**src/sv/rgb_to_hsl_converter_defines.svh**
```systemverilog
// assertion macros shared by the rgb to hsl converter
`ifndef RGB_TO_HSL_CONVERTER_DEFINES_SVH
`define RGB_TO_HSL_CONVERTER_DEFINES_SVH

// implication checked at every clock edge outside reset
`define RHC_ASSERT_IMPL(label, ante, cons) \
	label: assert property (@(posedge clk) disable iff (!arst_n) (ante) |-> (cons)) \
		else $error("rhc check failed");

// condition that holds at every clock edge outside reset
`define RHC_ASSERT_ALWAYS(label, cons) \
	`RHC_ASSERT_IMPL(label, 1'b1, cons)

`endif

```
**src/sv/rhc_pkg.sv**
```systemverilog
// shared constants, widths and the divider step for the rgb to hsl converter
package rhc_pkg;

	// channel and field widths
	localparam int CH_W      = 8;
	localparam int FIELD_W   = 15;
	localparam int IN_DATA_W = 24;
	localparam int OUT_DATA_W = 48;

	// divider shape: 23-bit dividend, 8-bit divisor, 15-bit quotient
	localparam int NUM_W      = 23;
	localparam int DEN_W      = 8;
	localparam int QUO_W      = 15;
	localparam int STEPS      = 3;
	localparam int DIV_STAGES = QUO_W / STEPS;

	// hue sextant numerator width (up to six times the channel spread)
	localparam int N_W = 11;

	// fixed-point scale factors
	localparam int HUE_SCALE   = 3840;
	localparam int SAT_SCALE   = 25600;
	localparam int LIGHT_DIV   = 255;
	localparam int SUM_FULL    = 510;

	// lightness by reciprocal multiplication: floor(sum * LIGHT_RECIP / 2^17)
	// equals floor(12800 * sum / 255) for every sum up to 510
	localparam int LIGHT_RECIP  = 6579301;
	localparam int LIGHT_SHIFT  = 17;
	localparam int LIGHT_PROD_W = 32;

	// one restoring division step: shift in the next dividend bit, trial subtract
	function automatic logic [NUM_W-1:0] div_step(input logic [NUM_W-1:0] w,
			input logic [DEN_W-1:0] den);
		logic [DEN_W:0]   t;
		logic [DEN_W:0]   diff;
		logic             qb;
		logic [DEN_W-1:0] rem;
		t    = w[NUM_W-1 -: DEN_W+1];
		diff = t - {1'b0, den};
		qb   = (t >= {1'b0, den});
		rem  = qb ? diff[DEN_W-1:0] : t[DEN_W-1:0];
		return {rem, w[QUO_W-2:0], qb};
	endfunction

endpackage

```
**src/sv/rhc_div.sv**
```systemverilog
// pipelined restoring divider, three quotient bits per stage
module rhc_div (
	input  logic                       clk,
	input  logic                       en,
	input  logic [rhc_pkg::NUM_W-1:0]  num,
	input  logic [rhc_pkg::DEN_W-1:0]  den,
	output logic [rhc_pkg::QUO_W-1:0]  quo
);
	import rhc_pkg::*;

	logic [NUM_W-1:0] work_s [DIV_STAGES+1];
	logic [DEN_W-1:0] den_s  [DIV_STAGES+1];

	// stage zero is the raw dividend; the upper bits are the first partial remainder
	assign work_s[0] = num;
	assign den_s[0]  = den;

	for (genvar i = 0; i < DIV_STAGES; i++) begin : g_stage
		logic [NUM_W-1:0] work_nx;

		// a few dependent trial subtractions per stage
		always_comb begin
			work_nx = work_s[i];
			for (int k = 0; k < STEPS; k++) begin
				work_nx = div_step(work_nx, den_s[i]);
			end
		end

		always_ff @(posedge clk) begin
			if (en) begin
				work_s[i+1] <= work_nx;
				den_s[i+1]  <= den_s[i];
			end
		end
	end

	// quotient has shifted fully into the low bits
	assign quo = work_s[DIV_STAGES][QUO_W-1:0];

endmodule

```
**src/sv/rgb_to_hsl_converter.sv**
```systemverilog
// Converts a stream of 8-bit RGB pixels to hue (1/64 degree), saturation and
// lightness (1/256 percent), all truncated. One pixel is accepted every clock
// cycle while the output side takes results. From input handshake to valid
// result it passes in order: one stage finds the largest and smallest
// channel, one forms the scaled numerators and divisors and the lightness by a
// reciprocal multiplication, and five stages of three restoring-division steps
// each produce the hue and saturation quotients while the lightness rides along.
// The output stage is the last divider register; when the sink stalls, the
// whole pipeline holds.
`include "rgb_to_hsl_converter_defines.svh"

module rgb_to_hsl_converter (
	input  logic                               clk,
	input  logic                               arst_n,
	input  logic                               s_tvalid,
	output logic                               s_tready,
	// red [7:0], green [15:8], blue [23:16]
	input  logic [rhc_pkg::IN_DATA_W-1:0]      s_tdata,
	output logic                               m_tvalid,
	input  logic                               m_tready,
	// hue [14:0], saturation [29:15], lightness [44:30], zero [47:45]
	output logic [rhc_pkg::OUT_DATA_W-1:0]     m_tdata
);
	import rhc_pkg::*;

	logic en;

	logic [CH_W-1:0] red, green, blue;
	logic [CH_W-1:0] mx, mn;
	logic            red_max, green_max;

	logic [CH_W-1:0] r_s1, g_s1, b_s1, d_s1;
	logic [CH_W:0]   sum_s1;
	logic            red_max_s1, green_max_s1;
	logic            vld_s1, vld_s2;

	logic [N_W-1:0]   d_n, hue_n;
	logic [CH_W:0]    sat_den_wide;
	logic [NUM_W-1:0] hue_num_s2, sat_num_s2;
	logic [DEN_W-1:0] hue_den_s2, sat_den_s2;

	logic [LIGHT_PROD_W-1:0] light_prod;
	logic [QUO_W-1:0]        light_s2;
	logic [QUO_W-1:0]        light_pipe_s [DIV_STAGES];

	logic [DIV_STAGES-1:0] div_vld_s;
	logic [QUO_W-1:0]      hue_q, sat_q, light_q;

	// pipeline advances whenever the output register is free or being taken
	assign en       = !m_tvalid || m_tready;
	assign s_tready = en;

	assign red   = s_tdata[CH_W-1:0];
	assign green = s_tdata[2*CH_W-1:CH_W];
	assign blue  = s_tdata[3*CH_W-1:2*CH_W];

	// largest and smallest channel, red wins ties over green, green over blue
	always_comb begin
		red_max   = (red >= green) && (red >= blue);
		green_max = !red_max && (green >= blue);
		if (red_max)
			mx = red;
		else if (green_max)
			mx = green;
		else
			mx = blue;
		mn = red;
		if (green < mn)
			mn = green;
		if (blue < mn)
			mn = blue;
	end

	// stage 1: spread and sum
	always_ff @(posedge clk) begin
		if (en) begin
			r_s1         <= red;
			g_s1         <= green;
			b_s1         <= blue;
			d_s1         <= mx - mn;
			sum_s1       <= {1'b0, mx} + {1'b0, mn};
			red_max_s1   <= red_max;
			green_max_s1 <= green_max;
		end
	end

	// hue sextant numerator, modular arithmetic is exact since the result is in range
	always_comb begin
		d_n = N_W'(d_s1);
		if (red_max_s1) begin
			hue_n = N_W'(g_s1) - N_W'(b_s1);
			if (g_s1 < b_s1)
				hue_n = hue_n + (d_n << 2) + (d_n << 1);
		end else if (green_max_s1) begin
			hue_n = N_W'(b_s1) - N_W'(r_s1) + (d_n << 1);
		end else begin
			hue_n = N_W'(r_s1) - N_W'(g_s1) + (d_n << 2);
		end
	end

	// saturation divisor: 255 - |sum - 255|
	assign sat_den_wide = (sum_s1 >= (CH_W+1)'(LIGHT_DIV)) ?
		(CH_W+1)'(SUM_FULL) - sum_s1 : sum_s1;

	// lightness: scaled sum divided by 255 through a reciprocal
	assign light_prod = LIGHT_PROD_W'(sum_s1) * LIGHT_PROD_W'(LIGHT_RECIP);

	// stage 2: scaled dividends and divisors, grey pixels divide zero by one
	always_ff @(posedge clk) begin
		if (en) begin
			if (d_s1 == '0) begin
				hue_num_s2 <= '0;
				hue_den_s2 <= DEN_W'(1);
				sat_num_s2 <= '0;
				sat_den_s2 <= DEN_W'(1);
			end else begin
				hue_num_s2 <= NUM_W'(hue_n) * NUM_W'(HUE_SCALE);
				hue_den_s2 <= d_s1;
				sat_num_s2 <= NUM_W'(d_s1) * NUM_W'(SAT_SCALE);
				sat_den_s2 <= sat_den_wide[DEN_W-1:0];
			end
			light_s2 <= light_prod[LIGHT_SHIFT +: QUO_W];
		end
	end

	// lightness delay matching the divider stages
	always_ff @(posedge clk) begin
		if (en) begin
			light_pipe_s[0] <= light_s2;
			for (int i = 1; i < DIV_STAGES; i++)
				light_pipe_s[i] <= light_pipe_s[i-1];
		end
	end

	// valid bits follow the data through every stage
	always_ff @(posedge clk or negedge arst_n) begin
		if (!arst_n) begin
			vld_s1    <= 1'b0;
			vld_s2    <= 1'b0;
			div_vld_s <= '0;
		end else if (en) begin
			vld_s1    <= s_tvalid;
			vld_s2    <= vld_s1;
			div_vld_s <= {div_vld_s[DIV_STAGES-2:0], vld_s2};
		end
	end

	// two dividers share one pipeline shape
	rhc_div u_hue_div (
		.clk (clk),
		.en  (en),
		.num (hue_num_s2),
		.den (hue_den_s2),
		.quo (hue_q)
	);

	rhc_div u_sat_div (
		.clk (clk),
		.en  (en),
		.num (sat_num_s2),
		.den (sat_den_s2),
		.quo (sat_q)
	);

	// result packing
	assign light_q  = light_pipe_s[DIV_STAGES-1];
	assign m_tvalid = div_vld_s[DIV_STAGES-1];
	assign m_tdata  = {(OUT_DATA_W - 3*FIELD_W)'(0), light_q, sat_q, hue_q};

	// the first partial remainder must stay below the divisor
	`RHC_ASSERT_ALWAYS(a_hue_div_range, !vld_s2 || (hue_num_s2[NUM_W-1:QUO_W] < hue_den_s2))
	`RHC_ASSERT_ALWAYS(a_sat_div_range, !vld_s2 || (sat_num_s2[NUM_W-1:QUO_W] < sat_den_s2))
	// results stay within their documented ranges
	`RHC_ASSERT_IMPL(a_hue_out_range, m_tvalid, hue_q < QUO_W'(23040))
	`RHC_ASSERT_IMPL(a_sl_out_range, m_tvalid,
		(sat_q <= QUO_W'(SAT_SCALE)) && (light_q <= QUO_W'(SAT_SCALE)))

endmodule
```
**config.mk**
```make
export PLATFORM = sky130hd
export DESIGN_NAME = rgb_to_hsl_converter
export DESIGN_NICKNAME = d
export VERILOG_FILES = /design/src/sv/rhc_pkg.sv /design/src/sv/rhc_div.sv /design/src/sv/rgb_to_hsl_converter.sv
export VERILOG_INCLUDE_DIRS = /design/src /design/src/sv
export SDC_FILE = /design/constraint.sdc
export NUM_CORES = 1
export LEC_CHECK = 0
export BUFFER_PORTS_ARGS = -buffer_cell sky130_fd_sc_hd__buf_2
export CORE_MARGIN = 2
export CORE_UTILIZATION = 30
export DETAILED_ROUTE_END_ITERATION = 16
export GPL_ROUTABILITY_DRIVEN = 0
export PLACE_DENSITY_LB_ADDON = 0.08
export SYNTH_ARGS = -nofsm -noshare
export SYNTH_HDL_FRONTEND = slang
export SYNTH_SLANG_ARGS = --single-unit
```
**constraint.sdc**
```tcl
create_clock -name clk -period 16.1 [get_ports clk]
set_clock_uncertainty 0.1 [all_clocks]
set_input_delay 2.415 -clock clk [delete_from_list [all_inputs] [get_ports clk]]
set_output_delay 2.415 -clock clk [all_outputs]
set_load 0.005 [all_outputs]
```
==> Yosys cells after proc, flatten, opt, wreduce, memory -nomap -nowiden <==
Memory sizes are Yosys's and may differ from the RTL's.
Index checks and enable logic that the tools add are counted.
{ "op_classes": {"bitwise": 0, "div": 0, "eq_ne": 0, "reduce_logical": 6, "muxes": 38, "shift": 0, "order_cmp": 37, "addsub": 38, "n_mul": 3} }
{ "op_table": {"columns": ["op", "count"], "rows": [
  ["9-bit by 8-bit >= comparator with 1-bit output", 30],
  ["8-bit 2-to-1 mux", 33],
  ["8-bit subtractor", 29],
  ["11-bit 2-to-1 mux", 3],
  ["9-bit by 23-bit multiplier with 32-bit output (second input constant)", 1],
  ["8-bit by 8-bit subtractor with 9-bit output", 3],
  ["8-bit >= comparator", 3],
  ["8-bit < comparator", 3],
  ["11-bit by 10-bit adder with 11-bit output", 2],
  ["11-bit by 4-bit multiplier with 15-bit output (second input constant)", 1],
  ["8-bit by 5-bit multiplier with 13-bit output (second input constant)", 1],
  ["11-bit by 9-bit adder with 11-bit output", 1],
  ["9-bit by 10-bit adder with 11-bit output", 1],
  ["8-bit by 8-bit adder with 9-bit output", 1],
  ["9-bit by 8-bit >= comparator with 1-bit output (second input constant)", 1],
  ["8-bit logical NOT", 1],
  ["8-bit subtractor (first input constant)", 1],
  ["1-bit logical AND", 2],
  ["1-bit logical NOT", 2],
  ["1-bit 2-to-1 mux", 2],
  ["1-bit logical OR", 1]
]} }
{ "word_totals": {"rom_bits": 0, "latchBits": 0, "reg_bits": 405, "ramBits": 75, "n_memories": 1} }
{ "mem_list": {"columns": ["name", "words", "width", "read_ports", "rd_ports_with_merged_regs", "write_ports", "line", "text"], "rows": [
  ["light_pipe_s", 5, 15, 5, 0, 5, "rgb_to_hsl_converter.sv:44", "logic [QUO_W-1:0] light_pipe_s [DIV_STAGES];"]
]} }

==> Depth between registers and ports, before layout <==
{ "depth": {"ltp_word": 7, "mapped_depth": 31} }

==> Cells and area by module <==
From an unflattened synthesis, not the netlist that was laid out.
{ "hier_totals": {"cells_unflattened": 3166, "hier_area_um2": 34663.2} }
{ "by_module_without_submodules": {"columns": ["mod", "cells_per_inst", "instances", "seq_area_each_um2", "area_each_um2"], "rows": [
  ["rgb_to_hsl_converter", 1256, 1, 5370.2, 13914.6],
  ["rhc_div at u_hue_div", 955, 1, 4174.0, 10437.5],
  ["rhc_div at u_sat_div", 955, 1, 4174.0, 10311.1]
]} }

==> Worst setup path after synthesis <==
OpenSTA, ideal clock, no wires.
{ "synth_timing": {"path_type": "in2out", "start": "input m_tready", "end": "output s_tready", "arrival_time_ns": 13.359, "path_buffers": 1, "stages": 2, "t_required_ns": 13.585, "path_slack_ns": 0.226, "cell_sequence": "nand2b_1 clkbuf_1"} }
{ "synth_via": {"elab_chain_len": 1} }
{ "synth_rtl": {"columns": ["element", "line", "text"], "rows": [
  ["start: declaration", "rgb_to_hsl_converter.sv:20", "input logic m_tready,"],
  ["1-bit logical OR", "rgb_to_hsl_converter.sv:50", "assign en = !m_tvalid || m_tready;"],
  ["end: declaration", "rgb_to_hsl_converter.sv:16", "output logic s_tready,"]
]} }
Every way passes these cells.

==> Final worst setup path <==
{ "layout_timing": {"start": "register u_hue_div.den_s[33] (netlist bit)", "end": "register u_hue_div.work_s[91] (netlist bit) (data pin)"} }
{ "layout_via": {"elab_chain_len": 6} }
{ "layout_rtl": {"columns": ["element", "line", "text"], "rows": [
  ["start: declaration", "rhc_div.sv:12", "logic [DEN_W-1:0] den_s [DIV_STAGES+1];"],
  ["start signal: indexed assignment", "rhc_div.sv:32", "den_s[i+1] <= den_s[i];"],
  ["8-bit subtractor / 9-bit by 8-bit >= comparator with 1-bit output (equally long branches)", "rhc_pkg.sv:40, rhc_pkg.sv:41", null],
  ["8-bit 2-to-1 mux", "rhc_pkg.sv:42", "rem = qb ? diff[DEN_W-1:0] : t[DEN_W-1:0];"],
  ["8-bit subtractor / 9-bit by 8-bit >= comparator with 1-bit output (equally long branches)", "rhc_pkg.sv:40, rhc_pkg.sv:41", null],
  ["8-bit 2-to-1 mux", "rhc_pkg.sv:42", null],
  ["8-bit subtractor / 9-bit by 8-bit >= comparator with 1-bit output (equally long branches)", "rhc_pkg.sv:40, rhc_pkg.sv:41", null],
  ["8-bit 2-to-1 mux *", "rhc_pkg.sv:42", null],
  ["named net u_hue_div.g_stage[1].work_nx[22]", "rhc_div.sv:19", "logic [NUM_W-1:0] work_nx;"],
  ["end signal: indexed assignment", "rhc_div.sv:31", "work_s[i+1] <= work_nx;"],
  ["end: declaration", "rhc_div.sv:11", "logic [NUM_W-1:0] work_s [DIV_STAGES+1];"]
]} }
The timed path passes the listed nets; every way through them passes the cells marked *.
A chain may end at the register's enable or synchronous reset.

==> metrics.md <==
| Metric | Value |
|---|---|
| Status | `finished clean` |
| Crit share post-route | `0.510` |
| Slew at the pin with the worst max-slew slack | `1.08 ns` |
| Vias | `22600` |
| Die area | `0.111 sq mm` |
| Gate Count Post-Synth | `3120` |
| Htree depth | `2` |
| Post-synthesis async set-or-reset flop share | `0.0175` |
| FF+latch count, synth | `400` |
| I/O Buffers | `74` |
| Area of the core | `0.107 sq mm` |
| Number of fill cells | `10700` |
| Nets@finish | `3727` |
| Worst reg2reg path depth | `27` |
| Largest family of logic cells by synthesized area | `adder cells` |
| Iter 0 DRT Violations | `992` |
| Average wire per standard cell | `16.8 um` |
| Drt via density | `4.89` |
| Syn. warnings | `0` |
| Crit Path Max Fanout | `13` |
| Critical path's slowest cell | `a211oi_1` |
| Unrepaired setup endpoints after global routing | `false` |
| Worst reg-to-reg setup slack | `7.89 ns` |
| DRC viols | `0` |
| Die height | `333 um` |
| DRT antenna net count | `0` |
| Final HPWL DP | `61200 um` |
| CP bufs+invs | `2` |
| CTS tree | `done` |
| Final Hold Vio Count | `0` |
| Setup TNS | `0 ns` |
| Synth area leader | `edfxtp_1` |
| Num ports | `78` |
| Setup bufs post-CTS | `0` |
| Placed Cells | `4530` |
| N_diodes | `0` |
| Critical R2R Capture | `u_hue_div.work_s[91]$_DFFE_PP_` |
| # hold bufs at CTS | `0` |
| Post-synthesis sequential area ratio | `0.368` |
| Synth Area in XOR/XNOR | `0.0557` |
| Most used cell, CP | `ha_1` |
| Tmin final | `8.21 ns` |
| WP data arrival | `8.44 ns` |
| Share of layout cells above drive strength 1 | `0.108` |
| Worst Setup End Kind | `flip-flop` |
| Simple-gate share of the synthesized area | `0.101` |
| Gr busiest metal | `met2` |
| Setup crit end | `u_hue_div.work_s[91]$_DFFE_PP_` |
| M3 GR Usage | `0.0222` |
| Skew-Pair Late Insertion Delay | `0.65 ns` |
| Final WS setup | `7.89 ns` |
| Post-route insts no fill | `4623` |
| Drt pass-1 iters | `7` |
| Synth Area per Inst | `10.4 sq um` |
| CP Class | `reg -> reg` |
| Initial Utilization | `0.303` |
| Largest net degree at the start of global routing | `151` |
| Worst r2r src | `u_hue_div.den_s[33]$_DFFE_PP_` |
| Met1 Usage GRT | `0.169` |
| Wirelength, routed | `77800 um` |
| Max-slew headroom | `0.271` |
| Clock Sinks | `400` |
| Vias in the first global route | `23900` |
| Hold WC Path Type | `reg -> reg` |
| CTS Buf Count | `51` |
| Clk root buf | `clkbuf_16` |
| Global Route Usage Sum | `0.141` |
| Fin. max-slew vios | `0` |
| Worst Setup SP | `u_hue_div.den_s[33]$_DFFE_PP_` |
| Row Count | `120` |
| CP Depth | `27` |
| F_max | `122 MHz` |
| Req. time, crit path | `16.33 ns` |
| Synthesized cell area | `0.0326 sq mm` |
| Synth top area cells | `edfxtp_1 36%, ha_1 17%, mux2_2 4.6%` |
| CP max stage delay | `0.73 ns` |
| Area Overhead vs Synth | `10.7%` |
| Initial antenna violation count | `0` |
| Hold_sp | `u_hue_div.g_stage[4].work_nx[13]$_DFFE_PP_` |
| Finish-stage setup viols | `0` |
| Met2 usage | `0.258` |
| Primary FF master, synth | `edfxtp_1` |
| Maxcap violations | `0` |
| Compound-Gate Fraction of Synth Area | `0.139` |
| Synth Area in Adders | `0.217` |
| Reg clk slew, reported paths | `0.06 ns` |
| Share of the synthesized area in the top cell type | `0.362` |
| Worst setup SP type | `flip-flop` |
| Cts repair resizes | `0` |
| Crit path max-delay family | `compound AO/OA/AOI/OAI gates` |
| EDFF count, synth | `393` |
| Multiplexer share of the synthesized area | `0.0640` |
| Global-route wire length before repair | `127000 um` |
| Pre-CTS setup slack | `7.73 ns` |
| Gr ovfl total | `0` |
| Die X | `333 um` |
| Post-synth cell types | `86` |
| CTS Buffer Depth | `3` |
state kept, by name (all words and copies together) (netlist names), 13 cells and up:
name and flops:
u_sat_div.den_s 30, hue_num_s2 15, u_sat_div.work_s 33, light_pipe_s 75, u_sat_div.quo 15, u_sat_div.g_stage.work_nx 30, u_hue_div.g_stage.work_nx 31, sat_num_s2 13
light_s2 15, u_hue_div.work_s 36, u_hue_div.den_s 30, u_hue_div.quo 15
per-layer routing:
metal  up-vias  share of wire
met5         -              0
met4         0          0.025
met3       106          0.032
met2       296           0.51
met1     10900           0.44
li1      11400              -
stage by stage:
step           area (sq um)  utilization  hold WS, ns
6_report              36100        0.336        0.300
5_1_grt               36100        0.336        0.305
4_1_cts               36100        0.336        0.299
3_5_place_dp          34400        0.320        0.305
3_3_place_gp          34400        0.320        0.301
2_1_floorplan         32600            -        0.300
cell usage after synthesis (all sizes together), types with 17 or more instances:
library cell    n
xnor2         139
or2            22
nand2          99
inv           353
a21o           61
a21boi         17
clkbuf         31
ha            446
nor2          244
o21bai         37
xor2           68
a211oi         23
a31oi          20
o21a           58
or3            20
edfxtp        393
mux2          136
o31ai          17
nand4          30
a21oi         201
nand2b         50
o21ai         141
buf            54
nor3           59
mux2i          55
fa             73
nor2b          62
nand3          36
o31a           17
kinds of logic (layout without fill, tap and decap cells):
| logic type | count (synthesis) | count (layout) |
|---|---|---|
| mux | 191 | 191 |
| xor+xnor | 207 | 207 |
| flops | 400 | 400 |
| buf+inv | 439 | 537 |
| other cells | 1 | 3 |
| compound gates | 691 | 691 |
| fa+ha+maj | 520 | 520 |
| simple gates | 671 | 671 |
worst min-delay path by stage:
stage | end | cells after the start
4_1_cts | u_hue_div.quo[13]$_DFFE_PP_ | 0
5_1_grt | u_hue_div.quo[13]$_DFFE_PP_ | 0
2_1_floorplan | light_pipe_s[0][0]$_DFFE_PP_ | 0
6_report | u_hue_div.quo[13]$_DFFE_PP_ | 0
3_5_place_dp | light_pipe_s[0][0]$_DFFE_PP_ | 0
3_3_place_gp | u_hue_div.g_stage[4].work_nx[12]$_DFFE_PP_ | 0
layout make-up:
cell class	instances	area, sq um	area share
Timing Repair Buffer	90	503	0.0139
Clock buffer	66	1420	0.0393
Clock inverter	27	289	0.00802
Sequential cell	400	12000	0.332
Tap cell	1403	1760	0.0487
Multi-Input combinational cell	2283	18800	0.521
Inverter	354	1330	0.0369
cell usage in the layout (no fill, tap or decap), drive strengths merged, types with 20 or more instances in the layout:
cell    count
mux2      136
clkbuf     66
o21a       58
inv       354
o21ai     141
nand2      99
mux2i      55
clkinv     20
o21bai     37
nor2      244
nand3      36
nand2b     50
or2        22
nor3       59
ha        446
xor2       68
buf        90
xnor2     139
a211oi     23
a21o       61
fa         73
a21oi     201
edfxtp    393
nand4      30
nor2b      62
or3        20
a31oi      20
Power is left out: the tool's default activity adds up to more than one toggle a clock period on the data nets, which glitch-free logic cannot reach.
